File: src/sv/lbrq_pkg.sv
// Shared types, codes and constants of the line-buffered receive queue.
package lbrq_pkg;

	localparam int BUFFER_DEPTH_DEFAULT = 128;
	localparam logic [7:0] NEWLINE = 8'h0A;

	typedef enum logic [1:0] {
		OP_RX    = 2'd0,
		OP_READ  = 2'd1,
		OP_OPEN  = 2'd2,
		OP_CLOSE = 2'd3
	} op_t;

	// Status from the datapath to the controller.
	typedef struct packed {
		op_t  op;
		logic port_en;
		logic pending;
		logic len_zero;
		logic cnt_ge_len;
		logic cnt_zero;
		logic rx_room;
		logic rx_complete;
		logic scan_hit;
		logic scan_miss;
		logic emit_done;
		logic out_free;
	} sts_t;

	// Commands from the controller to the datapath.
	typedef struct packed {
		logic do_open;
		logic do_close;
		logic rx_write;
		logic emit_rx;
		logic emit_len;
		logic emit_hit;
		logic scan_start;
		logic scan_run;
		logic emit_run;
		logic set_pending;
		logic latch_target;
		logic load_empty;
	} cmd_t;

endpackage

File: src/sv/lbrq_ifs.sv
// Valid/ready channel interfaces for request and result items.
interface lbrq_req_if;
	logic        valid;
	logic        ready;
	logic [1:0]  operation;
	logic [7:0]  rx_byte;
	logic [15:0] read_length;

	modport source (output valid, output operation, output rx_byte, output read_length,
		input ready);
	modport sink (input valid, input operation, input rx_byte, input read_length,
		output ready);
endinterface

interface lbrq_rsp_if;
	logic       valid;
	logic       ready;
	logic [7:0] data_byte;
	logic       has_data;
	logic       last;
	logic       line_end;

	modport source (output valid, output data_byte, output has_data, output last,
		output line_end, input ready);
	modport sink (input valid, input data_byte, input has_data, input last,
		input line_end, output ready);
endinterface

File: src/sv/lbrq_ctrl.sv
// Controller state machine: sequences open, close, receive, scan, emit and empty-result steps.
module lbrq_ctrl (
	input  logic          clk,
	input  logic          arst_n,
	input  logic          req_valid,
	output logic          req_ready,
	input  lbrq_pkg::sts_t sts,
	output lbrq_pkg::cmd_t cmd
);

	typedef enum logic [3:0] {
		S_IDLE = 4'b0001,
		S_SCAN = 4'b0010,
		S_EMIT = 4'b0100,
		S_ZERO = 4'b1000
	} state_t;

	state_t state_q;
	state_t state_d;
	logic   fire;

	assign req_ready = (state_q == S_IDLE);
	assign fire      = req_valid && req_ready;

	always_comb begin
		cmd     = '0;
		state_d = state_q;
		unique case (state_q)
			S_IDLE: begin
				if (fire) begin
					unique case (sts.op)
						lbrq_pkg::OP_OPEN: cmd.do_open = 1'b1;
						lbrq_pkg::OP_CLOSE: cmd.do_close = 1'b1;
						lbrq_pkg::OP_RX: begin
							if (sts.port_en && sts.rx_room) begin
								cmd.rx_write = 1'b1;
								if (sts.rx_complete) begin
									cmd.emit_rx = 1'b1;
									state_d     = S_EMIT;
								end
							end
						end
						lbrq_pkg::OP_READ: begin
							if (sts.port_en && !sts.pending) begin
								if (sts.len_zero) begin
									state_d = S_ZERO;
								end else if (sts.cnt_ge_len) begin
									cmd.emit_len = 1'b1;
									state_d      = S_EMIT;
								end else if (sts.cnt_zero) begin
									cmd.latch_target = 1'b1;
									cmd.set_pending  = 1'b1;
								end else begin
									cmd.latch_target = 1'b1;
									cmd.scan_start   = 1'b1;
									state_d          = S_SCAN;
								end
							end
						end
					endcase
				end
			end
			S_SCAN: begin
				cmd.scan_run = 1'b1;
				if (sts.scan_hit) begin
					cmd.emit_hit = 1'b1;
					state_d      = S_EMIT;
				end else if (sts.scan_miss) begin
					cmd.set_pending = 1'b1;
					state_d         = S_IDLE;
				end
			end
			S_EMIT: begin
				cmd.emit_run = 1'b1;
				if (sts.emit_done) begin
					state_d = S_IDLE;
				end
			end
			S_ZERO: begin
				if (sts.out_free) begin
					cmd.load_empty = 1'b1;
					state_d        = S_IDLE;
				end
			end
			default: state_d = S_IDLE;
		endcase
	end

	always_ff @(posedge clk or negedge arst_n) begin
		if (!arst_n) begin
			state_q <= S_IDLE;
		end else begin
			state_q <= state_d;
		end
	end

endmodule

File: src/sv/lbrq_dp.sv
// Datapath: byte ring, pointers, port flags, scan and emit counters, result register.
module lbrq_dp #(
	parameter int BUFFER_DEPTH = lbrq_pkg::BUFFER_DEPTH_DEFAULT
) (
	input  logic           clk,
	input  logic           arst_n,
	input  logic [1:0]     operation,
	input  logic [7:0]     rx_byte,
	input  logic [15:0]    read_length,
	input  lbrq_pkg::cmd_t cmd,
	output lbrq_pkg::sts_t sts,
	output logic           rsp_valid,
	input  logic           rsp_ready,
	output logic [7:0]     data_byte,
	output logic           has_data,
	output logic           last,
	output logic           line_end
);

	localparam int PTR_W = $clog2(BUFFER_DEPTH);
	localparam logic [PTR_W-1:0] LAST_IDX = PTR_W'(BUFFER_DEPTH - 1);
	localparam logic [PTR_W-1:0] HALF_LEN = PTR_W'(BUFFER_DEPTH / 2);
	localparam logic [PTR_W:0]   DEPTH_X  = (PTR_W + 1)'(BUFFER_DEPTH);

	function automatic logic [PTR_W-1:0] next_ptr(input logic [PTR_W-1:0] p);
		return (p == LAST_IDX) ? '0 : p + 1'b1;
	endfunction

	logic [7:0]       mem_q [BUFFER_DEPTH];
	logic [PTR_W-1:0] rp_q, wp_q;
	logic             en_q, pending_q;
	logic [PTR_W-1:0] target_q;
	logic [PTR_W-1:0] scan_ptr_q, iss_k_q;
	logic [PTR_W-1:0] emit_left_q;
	logic             ends_q;
	logic             v_s1;
	logic [7:0]       data_s1;
	logic [PTR_W-1:0] idx_s1;
	logic             fin_s1;
	logic             out_v_q;
	logic [7:0]       out_data_q;
	logic             out_has_q, out_last_q, out_le_q;

	logic [PTR_W-1:0] cnt, cnt_inc, len_sat, emit_n, rd_addr;
	logic             rx_is_nl, out_free, scan_hit, scan_issue, emit_issue;
	logic             emit_start, emit_load, rd_en, ends_d;

	assign cnt = (wp_q >= rp_q) ? (wp_q - rp_q)
		: PTR_W'({1'b0, wp_q} + DEPTH_X - {1'b0, rp_q});
	assign cnt_inc  = cnt + 1'b1;
	assign len_sat  = (read_length > 16'(BUFFER_DEPTH / 2)) ? HALF_LEN
		: read_length[PTR_W-1:0];
	assign rx_is_nl = (rx_byte == lbrq_pkg::NEWLINE);
	assign out_free = !out_v_q || rsp_ready;
	assign scan_hit = v_s1 && (data_s1 == lbrq_pkg::NEWLINE);

	// Scan issues one read a cycle until all stored bytes are fetched or a newline shows.
	assign scan_issue = cmd.scan_run && (iss_k_q < cnt) && !scan_hit;
	assign emit_issue = cmd.emit_run && (emit_left_q != '0) && (!v_s1 || out_free);
	assign emit_load  = cmd.emit_run && v_s1 && out_free;
	assign emit_start = cmd.emit_rx || cmd.emit_len || cmd.emit_hit;
	assign rd_en      = scan_issue || emit_issue;
	assign rd_addr    = cmd.scan_run ? scan_ptr_q : rp_q;

	always_comb begin
		if (cmd.emit_rx) begin
			emit_n = cnt_inc;
			ends_d = rx_is_nl;
		end else if (cmd.emit_len) begin
			emit_n = len_sat;
			ends_d = 1'b0;
		end else begin
			emit_n = idx_s1 + 1'b1;
			ends_d = 1'b1;
		end
	end

	always_comb begin
		sts             = '0;
		sts.op          = lbrq_pkg::op_t'(operation);
		sts.port_en     = en_q;
		sts.pending     = pending_q;
		sts.len_zero    = (len_sat == '0);
		sts.cnt_ge_len  = (cnt >= len_sat);
		sts.cnt_zero    = (cnt == '0);
		sts.rx_room     = (next_ptr(wp_q) != rp_q);
		sts.rx_complete = pending_q && (rx_is_nl || (cnt_inc == target_q));
		sts.scan_hit    = scan_hit;
		sts.scan_miss   = v_s1 && !scan_hit && (PTR_W'(idx_s1 + 1'b1) == cnt);
		sts.emit_done   = (emit_left_q == '0) && !v_s1;
		sts.out_free    = out_free;
	end

	always_ff @(posedge clk or negedge arst_n) begin
		if (!arst_n) begin
			rp_q        <= '0;
			wp_q        <= '0;
			en_q        <= 1'b0;
			pending_q   <= 1'b0;
			target_q    <= '0;
			scan_ptr_q  <= '0;
			iss_k_q     <= '0;
			emit_left_q <= '0;
			ends_q      <= 1'b0;
			v_s1        <= 1'b0;
			out_v_q     <= 1'b0;
		end else begin
			if (cmd.do_open) begin
				rp_q <= '0;
				wp_q <= '0;
			end else begin
				if (emit_issue) begin
					rp_q <= next_ptr(rp_q);
				end
				if (cmd.rx_write) begin
					wp_q <= next_ptr(wp_q);
				end
			end

			if (cmd.do_open) begin
				en_q <= 1'b1;
			end else if (cmd.do_close) begin
				en_q <= 1'b0;
			end

			if (cmd.do_open || cmd.do_close || cmd.emit_rx) begin
				pending_q <= 1'b0;
			end else if (cmd.set_pending) begin
				pending_q <= 1'b1;
			end

			if (cmd.latch_target) begin
				target_q <= len_sat;
			end

			if (cmd.scan_start) begin
				scan_ptr_q <= rp_q;
				iss_k_q    <= '0;
			end else if (scan_issue) begin
				scan_ptr_q <= next_ptr(scan_ptr_q);
				iss_k_q    <= iss_k_q + 1'b1;
			end

			if (emit_start) begin
				emit_left_q <= emit_n;
				ends_q      <= ends_d;
			end else if (emit_issue) begin
				emit_left_q <= emit_left_q - 1'b1;
			end

			// Drop the fetch stage outside scan and emit; scan consumes it every cycle.
			if (cmd.scan_run) begin
				v_s1 <= scan_issue;
			end else if (cmd.emit_run) begin
				v_s1 <= emit_issue || (v_s1 && !out_free);
			end else begin
				v_s1 <= 1'b0;
			end

			if (emit_load || cmd.load_empty) begin
				out_v_q <= 1'b1;
			end else if (rsp_ready) begin
				out_v_q <= 1'b0;
			end
		end
	end

	always_ff @(posedge clk) begin
		if (cmd.rx_write) begin
			mem_q[wp_q] <= rx_byte;
		end
	end

	always_ff @(posedge clk) begin
		if (rd_en) begin
			data_s1 <= mem_q[rd_addr];
			idx_s1  <= iss_k_q;
			fin_s1  <= (emit_left_q == PTR_W'(1));
		end
		if (emit_load) begin
			out_data_q <= data_s1;
			out_has_q  <= 1'b1;
			out_last_q <= fin_s1;
			out_le_q   <= fin_s1 && ends_q;
		end else if (cmd.load_empty) begin
			out_data_q <= 8'h00;
			out_has_q  <= 1'b0;
			out_last_q <= 1'b1;
			out_le_q   <= 1'b0;
		end
	end

	assign rsp_valid = out_v_q;
	assign data_byte = out_data_q;
	assign has_data  = out_has_q;
	assign last      = out_last_q;
	assign line_end  = out_le_q;

endmodule

File: src/sv/line_buffered_receive_queue.sv
// Top level of the line-buffered receive queue: controller and datapath.
//
// Requests are taken one at a time. A read that can be served at once streams
// its bytes one per cycle while the receiver takes them, each byte passing
// through the fetch stage and the result register; a read that must look for
// a newline first scans the stored bytes one per cycle. The pace is set by
// the single read port of the byte ring. The result register lets a finished
// run's final item wait while the next request is already taken. The ring
// needs no clearing after reset: only bytes written since the last open are
// ever read.
module line_buffered_receive_queue #(
	parameter int BUFFER_DEPTH = lbrq_pkg::BUFFER_DEPTH_DEFAULT
) (
	input logic         clk,
	input logic         arst_n,
	lbrq_req_if.sink    req,
	lbrq_rsp_if.source  rsp
);

	lbrq_pkg::sts_t sts;
	lbrq_pkg::cmd_t cmd;

	lbrq_ctrl u_ctrl (
		.clk       (clk),
		.arst_n    (arst_n),
		.req_valid (req.valid),
		.req_ready (req.ready),
		.sts       (sts),
		.cmd       (cmd)
	);

	lbrq_dp #(
		.BUFFER_DEPTH (BUFFER_DEPTH)
	) u_dp (
		.clk         (clk),
		.arst_n      (arst_n),
		.operation   (req.operation),
		.rx_byte     (req.rx_byte),
		.read_length (req.read_length),
		.cmd         (cmd),
		.sts         (sts),
		.rsp_valid   (rsp.valid),
		.rsp_ready   (rsp.ready),
		.data_byte   (rsp.data_byte),
		.has_data    (rsp.has_data),
		.last        (rsp.last),
		.line_end    (rsp.line_end)
	);

endmodule

File: src/flat_wrapper.sv
// flat-port wrapper written by rule: the top's interface ports become plain ports
module line_buffered_receive_queue_flat 
#(
	parameter int BUFFER_DEPTH = lbrq_pkg::BUFFER_DEPTH_DEFAULT
)
  (clk, arst_n, req_valid, req_operation, req_rx_byte, req_read_length, req_ready, rsp_valid, rsp_data_byte, rsp_has_data, rsp_last, rsp_line_end, rsp_ready);
  lbrq_req_if req_i ();
  lbrq_rsp_if rsp_i ();
  input logic clk;
  input logic arst_n;
  input wire logic [$bits(req_i.valid)-1:0] req_valid;
  input wire logic [$bits(req_i.operation)-1:0] req_operation;
  input wire logic [$bits(req_i.rx_byte)-1:0] req_rx_byte;
  input wire logic [$bits(req_i.read_length)-1:0] req_read_length;
  output wire logic [$bits(req_i.ready)-1:0] req_ready;
  output wire logic [$bits(rsp_i.valid)-1:0] rsp_valid;
  output wire logic [$bits(rsp_i.data_byte)-1:0] rsp_data_byte;
  output wire logic [$bits(rsp_i.has_data)-1:0] rsp_has_data;
  output wire logic [$bits(rsp_i.last)-1:0] rsp_last;
  output wire logic [$bits(rsp_i.line_end)-1:0] rsp_line_end;
  input wire logic [$bits(rsp_i.ready)-1:0] rsp_ready;
  assign req_i.valid = req_valid;
  assign req_i.operation = req_operation;
  assign req_i.rx_byte = req_rx_byte;
  assign req_i.read_length = req_read_length;
  assign req_ready = req_i.ready;
  assign rsp_valid = rsp_i.valid;
  assign rsp_data_byte = rsp_i.data_byte;
  assign rsp_has_data = rsp_i.has_data;
  assign rsp_last = rsp_i.last;
  assign rsp_line_end = rsp_i.line_end;
  assign rsp_i.ready = rsp_ready;
  line_buffered_receive_queue #(.BUFFER_DEPTH(BUFFER_DEPTH)) u_core (.clk(clk), .arst_n(arst_n), .req(req_i), .rsp(rsp_i));
endmodule
File: config.mk
export PLATFORM = sky130hd
export DESIGN_NAME = line_buffered_receive_queue_flat
export DESIGN_NICKNAME = d
export VERILOG_FILES = /design/src/sv/lbrq_pkg.sv /design/src/sv/lbrq_ifs.sv /design/src/sv/lbrq_ctrl.sv /design/src/sv/lbrq_dp.sv /design/src/sv/line_buffered_receive_queue.sv /design/src/flat_wrapper.sv
export SDC_FILE = /design/constraint.sdc
export NUM_CORES = 2
export LEC_CHECK = 0
export BUFFER_PORTS_ARGS = -buffer_cell sky130_fd_sc_hd__buf_4
export CORE_MARGIN = 2
export CORE_UTILIZATION = 58
export CTS_CLUSTER_SIZE = 20
export DETAILED_ROUTE_END_ITERATION = 10
export HOLD_SLACK_MARGIN = 0.06
export PLACE_DENSITY = 0.83
export SYNTH_ARGS = -nofsm -noshare
export SYNTH_HDL_FRONTEND = slang
export SYNTH_SLANG_ARGS = --single-unit
File: constraint.sdc
create_clock -name clk -period 5.1 [get_ports clk]
set_clock_uncertainty 0.15 [all_clocks]
set_input_delay 0.765 -clock clk [delete_from_list [all_inputs] [get_ports clk]]
set_output_delay 0.765 -clock clk [all_outputs]
set_load 0.02 [all_outputs]
==> reports/metrics.cfg <==
[grt]
grt-busiest-layer=met2
grt_use_met2=0.448
gr-usage-met1=0.378
met3_usage=0.0660
grt_pass1_vias=25900
grt_max_degree=85
track_usage=0.282
antenna_found_initial=2
grt_pass1_wl_um=169000
grt_overflow=0

[worst_setup_path]
cpPeakStageDelay_ns=0.75
critPathMaxFanout=74
worstPathArrival_ns=4.92
worst_setup_path_start_kind=flip-flop
cpMostUsedCell=buf_12
cp_num_buf_inv=3
path_class=flip-flop to flip-flop
crit_family=compound AO/OA/AOI/OAI gates
worstSetupEndpointType=flip-flop
required_ns=5.31
critical_path.cell_chain=nor4b_4 > buf_4 > mux2i_4 > buf_12 > buf_12 > mux4_2 > and2_1 > a211oi_1 > a31oi_1 > o22ai_1 > nor4_1
crit_slowest_cell=o22ai_1

[yosys]
ys_ff_latch=1102
yosys_warnings=0
seq_area_frac_synth=0.723
synth_edf_count=1050
synth_ff_type=edfxtp_1
synth.net_count=2593
syn_inst=2531
synthArstFlopShare=0.0463
syn_area_sq_um=45400
synthDistinctLibCells=86
syn_area_per_cell_sq_um=17.9

[clock_network]
tritoncts=yes
postCtsSetupBuffers=0
cts_buffer_depth=3
clk_pin_slew_ns=0.07
cts-root-buf=clkbuf_16
cts_buffers=101
htree_levels=3
clock_latency_ns=0.70
numClockSinks=1102

[sta]
layout_min_cycle_time_ns=4.71
fin_tns_setup_ns=0
setup_viol=0
rsz0062_at_grt=false
hold_viol=0
report.final.slew_viol_count=0
relSlewSlack=0.231
max_clock_freq_ghz=0.212
post-route-period-util=0.923
tightest_slew_ns=1.15

[place]
gp_congestion=0.940
io_buffers=42
hpwlAfterDp_um=64400
dp_cells=3547

[floorplan]
die_w_um=284
die-area_sq_um=80500
start_util=0.586
die_h_um=284
io_pins=43
rows=102
coreArea_sq_um=77500

[power_and_ir_drop]
irDropWorstVdd_mv=0.349
power_mw=24.8
powerDensity_nw_per_um2=493
p_leak_nw=16.2

[drt]
num_vias=25800
drc=0
vias_per_cell=6.92
drt_first_pass_iters=7
drtIter0Drc=4015
wl_um=113000
wl_per_cell_um=30.4
ant_nets=0

[final_layout]
fill_cells=4780
layout.nets=2673
final_cell_mix=1050 x edfxtp_1, 256 x mux4_2, 197 x nand2_1
drive_gt1_frac=0.199
final_common_cell=edfxtp_1
finalNonFillerCells=3732
area_delta_synth_final_pct=10.8

[status]
status=finished clean

[run]
cap_viol_max_count=0

[worst_hold_path]
hp-class=primary input to flip-flop

-- final cells by class --
class	count	area [sq um]	area share
antenna	2	5.00	0.0000995
sequential	1102	32800	0.653
timing repair buffer	111	1010	0.0201
inverter	35	131	0.00261
clock inverter	64	556	0.0110
tap	1040	1300	0.0259
multi-input combinational	1260	11900	0.236
clock buffer	118	2590	0.0515
-- power by group --
group / switching, mW / internal (mW) / total (mW)
Clock: 3.36 / 4.00 / 7.36
Sequential: 0.208 / 10.1 / 10.3
Combinational: 4.12 / 3.00 / 7.12
-- cells in the mapped netlist (5+ instances only) --
cell | number | area share
o22ai_1 | 34 | 0.0047
a21oi_1 | 23 | 0.0025
clkbuf_1 | 65 | 0.0054
nand2_1 | 197 | 0.016
mux2i_1 | 13 | 0.0029
nor4_1 | 19 | 0.0026
xnor2_1 | 33 | 0.0064
o21ai_0 | 31 | 0.0034
nand3b_1 | 6 | 0.00099
a221oi_1 | 5 | 0.00096
and2_1 | 78 | 0.011
nand2b_1 | 7 | 0.00096
o21a_1 | 8 | 0.0013
mux4_2 | 256 | 0.13
nor3_1 | 17 | 0.0019
nand3_1 | 35 | 0.0039
a211o_1 | 5 | 0.00096
a211oi_1 | 71 | 0.012
nand4_1 | 8 | 0.0011
nor2b_1 | 6 | 0.00083
buf_1 | 8 | 0.00066
nor2_1 | 185 | 0.015
buf_4 | 15 | 0.0025
nor3b_1 | 10 | 0.0017
edfxtp_1 | 1050 | 0.69
buf_2 | 44 | 0.0049
and3_1 | 10 | 0.0014
ha_1 | 31 | 0.0085
dfrtp_1 | 50 | 0.028
xor2_1 | 8 | 0.0015
inv_1 | 30 | 0.0025
a31oi_1 | 69 | 0.0095
or4_1 | 5 | 0.00083
a21o_1 | 9 | 0.0015
o31ai_1 | 9 | 0.0015
-- sequential cells by signal, indices dropped and copies added (netlist names) --
signal,cells
u_core.u_dp.pending_q,1
u_core.u_dp.has_data,1
u_core.u_dp.last,1
u_core.u_dp.v_s1,1
u_core.u_dp.scan_ptr_q,7
u_core.u_dp.idx_s1,7
u_core.u_dp.data_byte,8
u_core.u_dp.fin_s1,1
u_core.u_dp.line_end,1
u_core.u_dp.wp_q,7
u_core.u_dp.mem_q,1024
u_core.u_dp.target_q,7
u_core.u_dp.rsp_valid,1
u_core.u_dp.rp_q,7
u_core.u_dp.data_s1,8
u_core.u_dp.en_q,1
u_core.u_ctrl.state_q,4
u_core.u_dp.ends_q,1
u_core.u_dp.iss_k_q,7
u_core.u_dp.emit_left_q,7
-- metal layers --
layer / vias to the layer above / wire length, um
met2: 2102 / 54600
li1: 10300 / -
met1: 13000 / 39500
met3: 393 / 13300
met5: - / 0
met4: 0 / 5960
-- worst paths after layout --
| kind | start | endpoint | slack, ns | cells after the start |
|---|---|---|---|---|
| setup / recovery | u_core.u_ctrl.state_q[3]$_DFFE_PN0P_ | u_core.u_dp.data_s1[4]$_DFFE_PP_ | 0.39 | 11 |
| setup reg to reg | u_core.u_ctrl.state_q[3]$_DFFE_PN0P_ | u_core.u_dp.data_s1[4]$_DFFE_PP_ | 0.39 | 11 |
| hold / removal | req_rx_byte[7] | u_core.u_dp.mem_q[57][7]$_DFFE_PP_ | 0.19 | 1 |
| hold reg to reg | u_core.u_dp.has_data$_SDFFE_PP1P_ | u_core.u_dp.has_data$_SDFFE_PP1P_ | 0.32 | 2 |
| max in group asynchronous | arst_n | u_core.u_dp.target_q[0]$_DFFE_PN0P_ | 3.79 | 2 |
| min in group asynchronous | arst_n | u_core.u_dp.iss_k_q[2]$_DFFE_PN0P_ | 0.52 | 2 |
-- repair_timing --
item	in CTS	in global routing
gates resized for setup	0	0
hold buffers	1	0
hold endpoints to repair	50	0
-- logic make-up after synthesis --
group                      share of synthesized area
AOI/OAI and AO/OA                             0.0465
xor gates and xnor gates                      0.0105
adders and majority gates                    0.00899
buffers and inverters                         0.0168
DFF                                            0.723
muxes                                          0.130
and+or+nand+nor                               0.0635
-- stage by stage --
step                      hold slack, ns  area (sq um)  utilization  setup slack [ns]
after global placement             0.316         47100        0.608             0.566
after floorplan                    0.319         45400            -             0.931
after CTS                          0.170         50300        0.649             0.474
after global routing               0.165         50300        0.649            0.0155
final                              0.194         50300        0.649             0.390
after detailed placement           0.320         47100        0.608             0.487
Note: power is estimated with default switching activity, not from simulation.
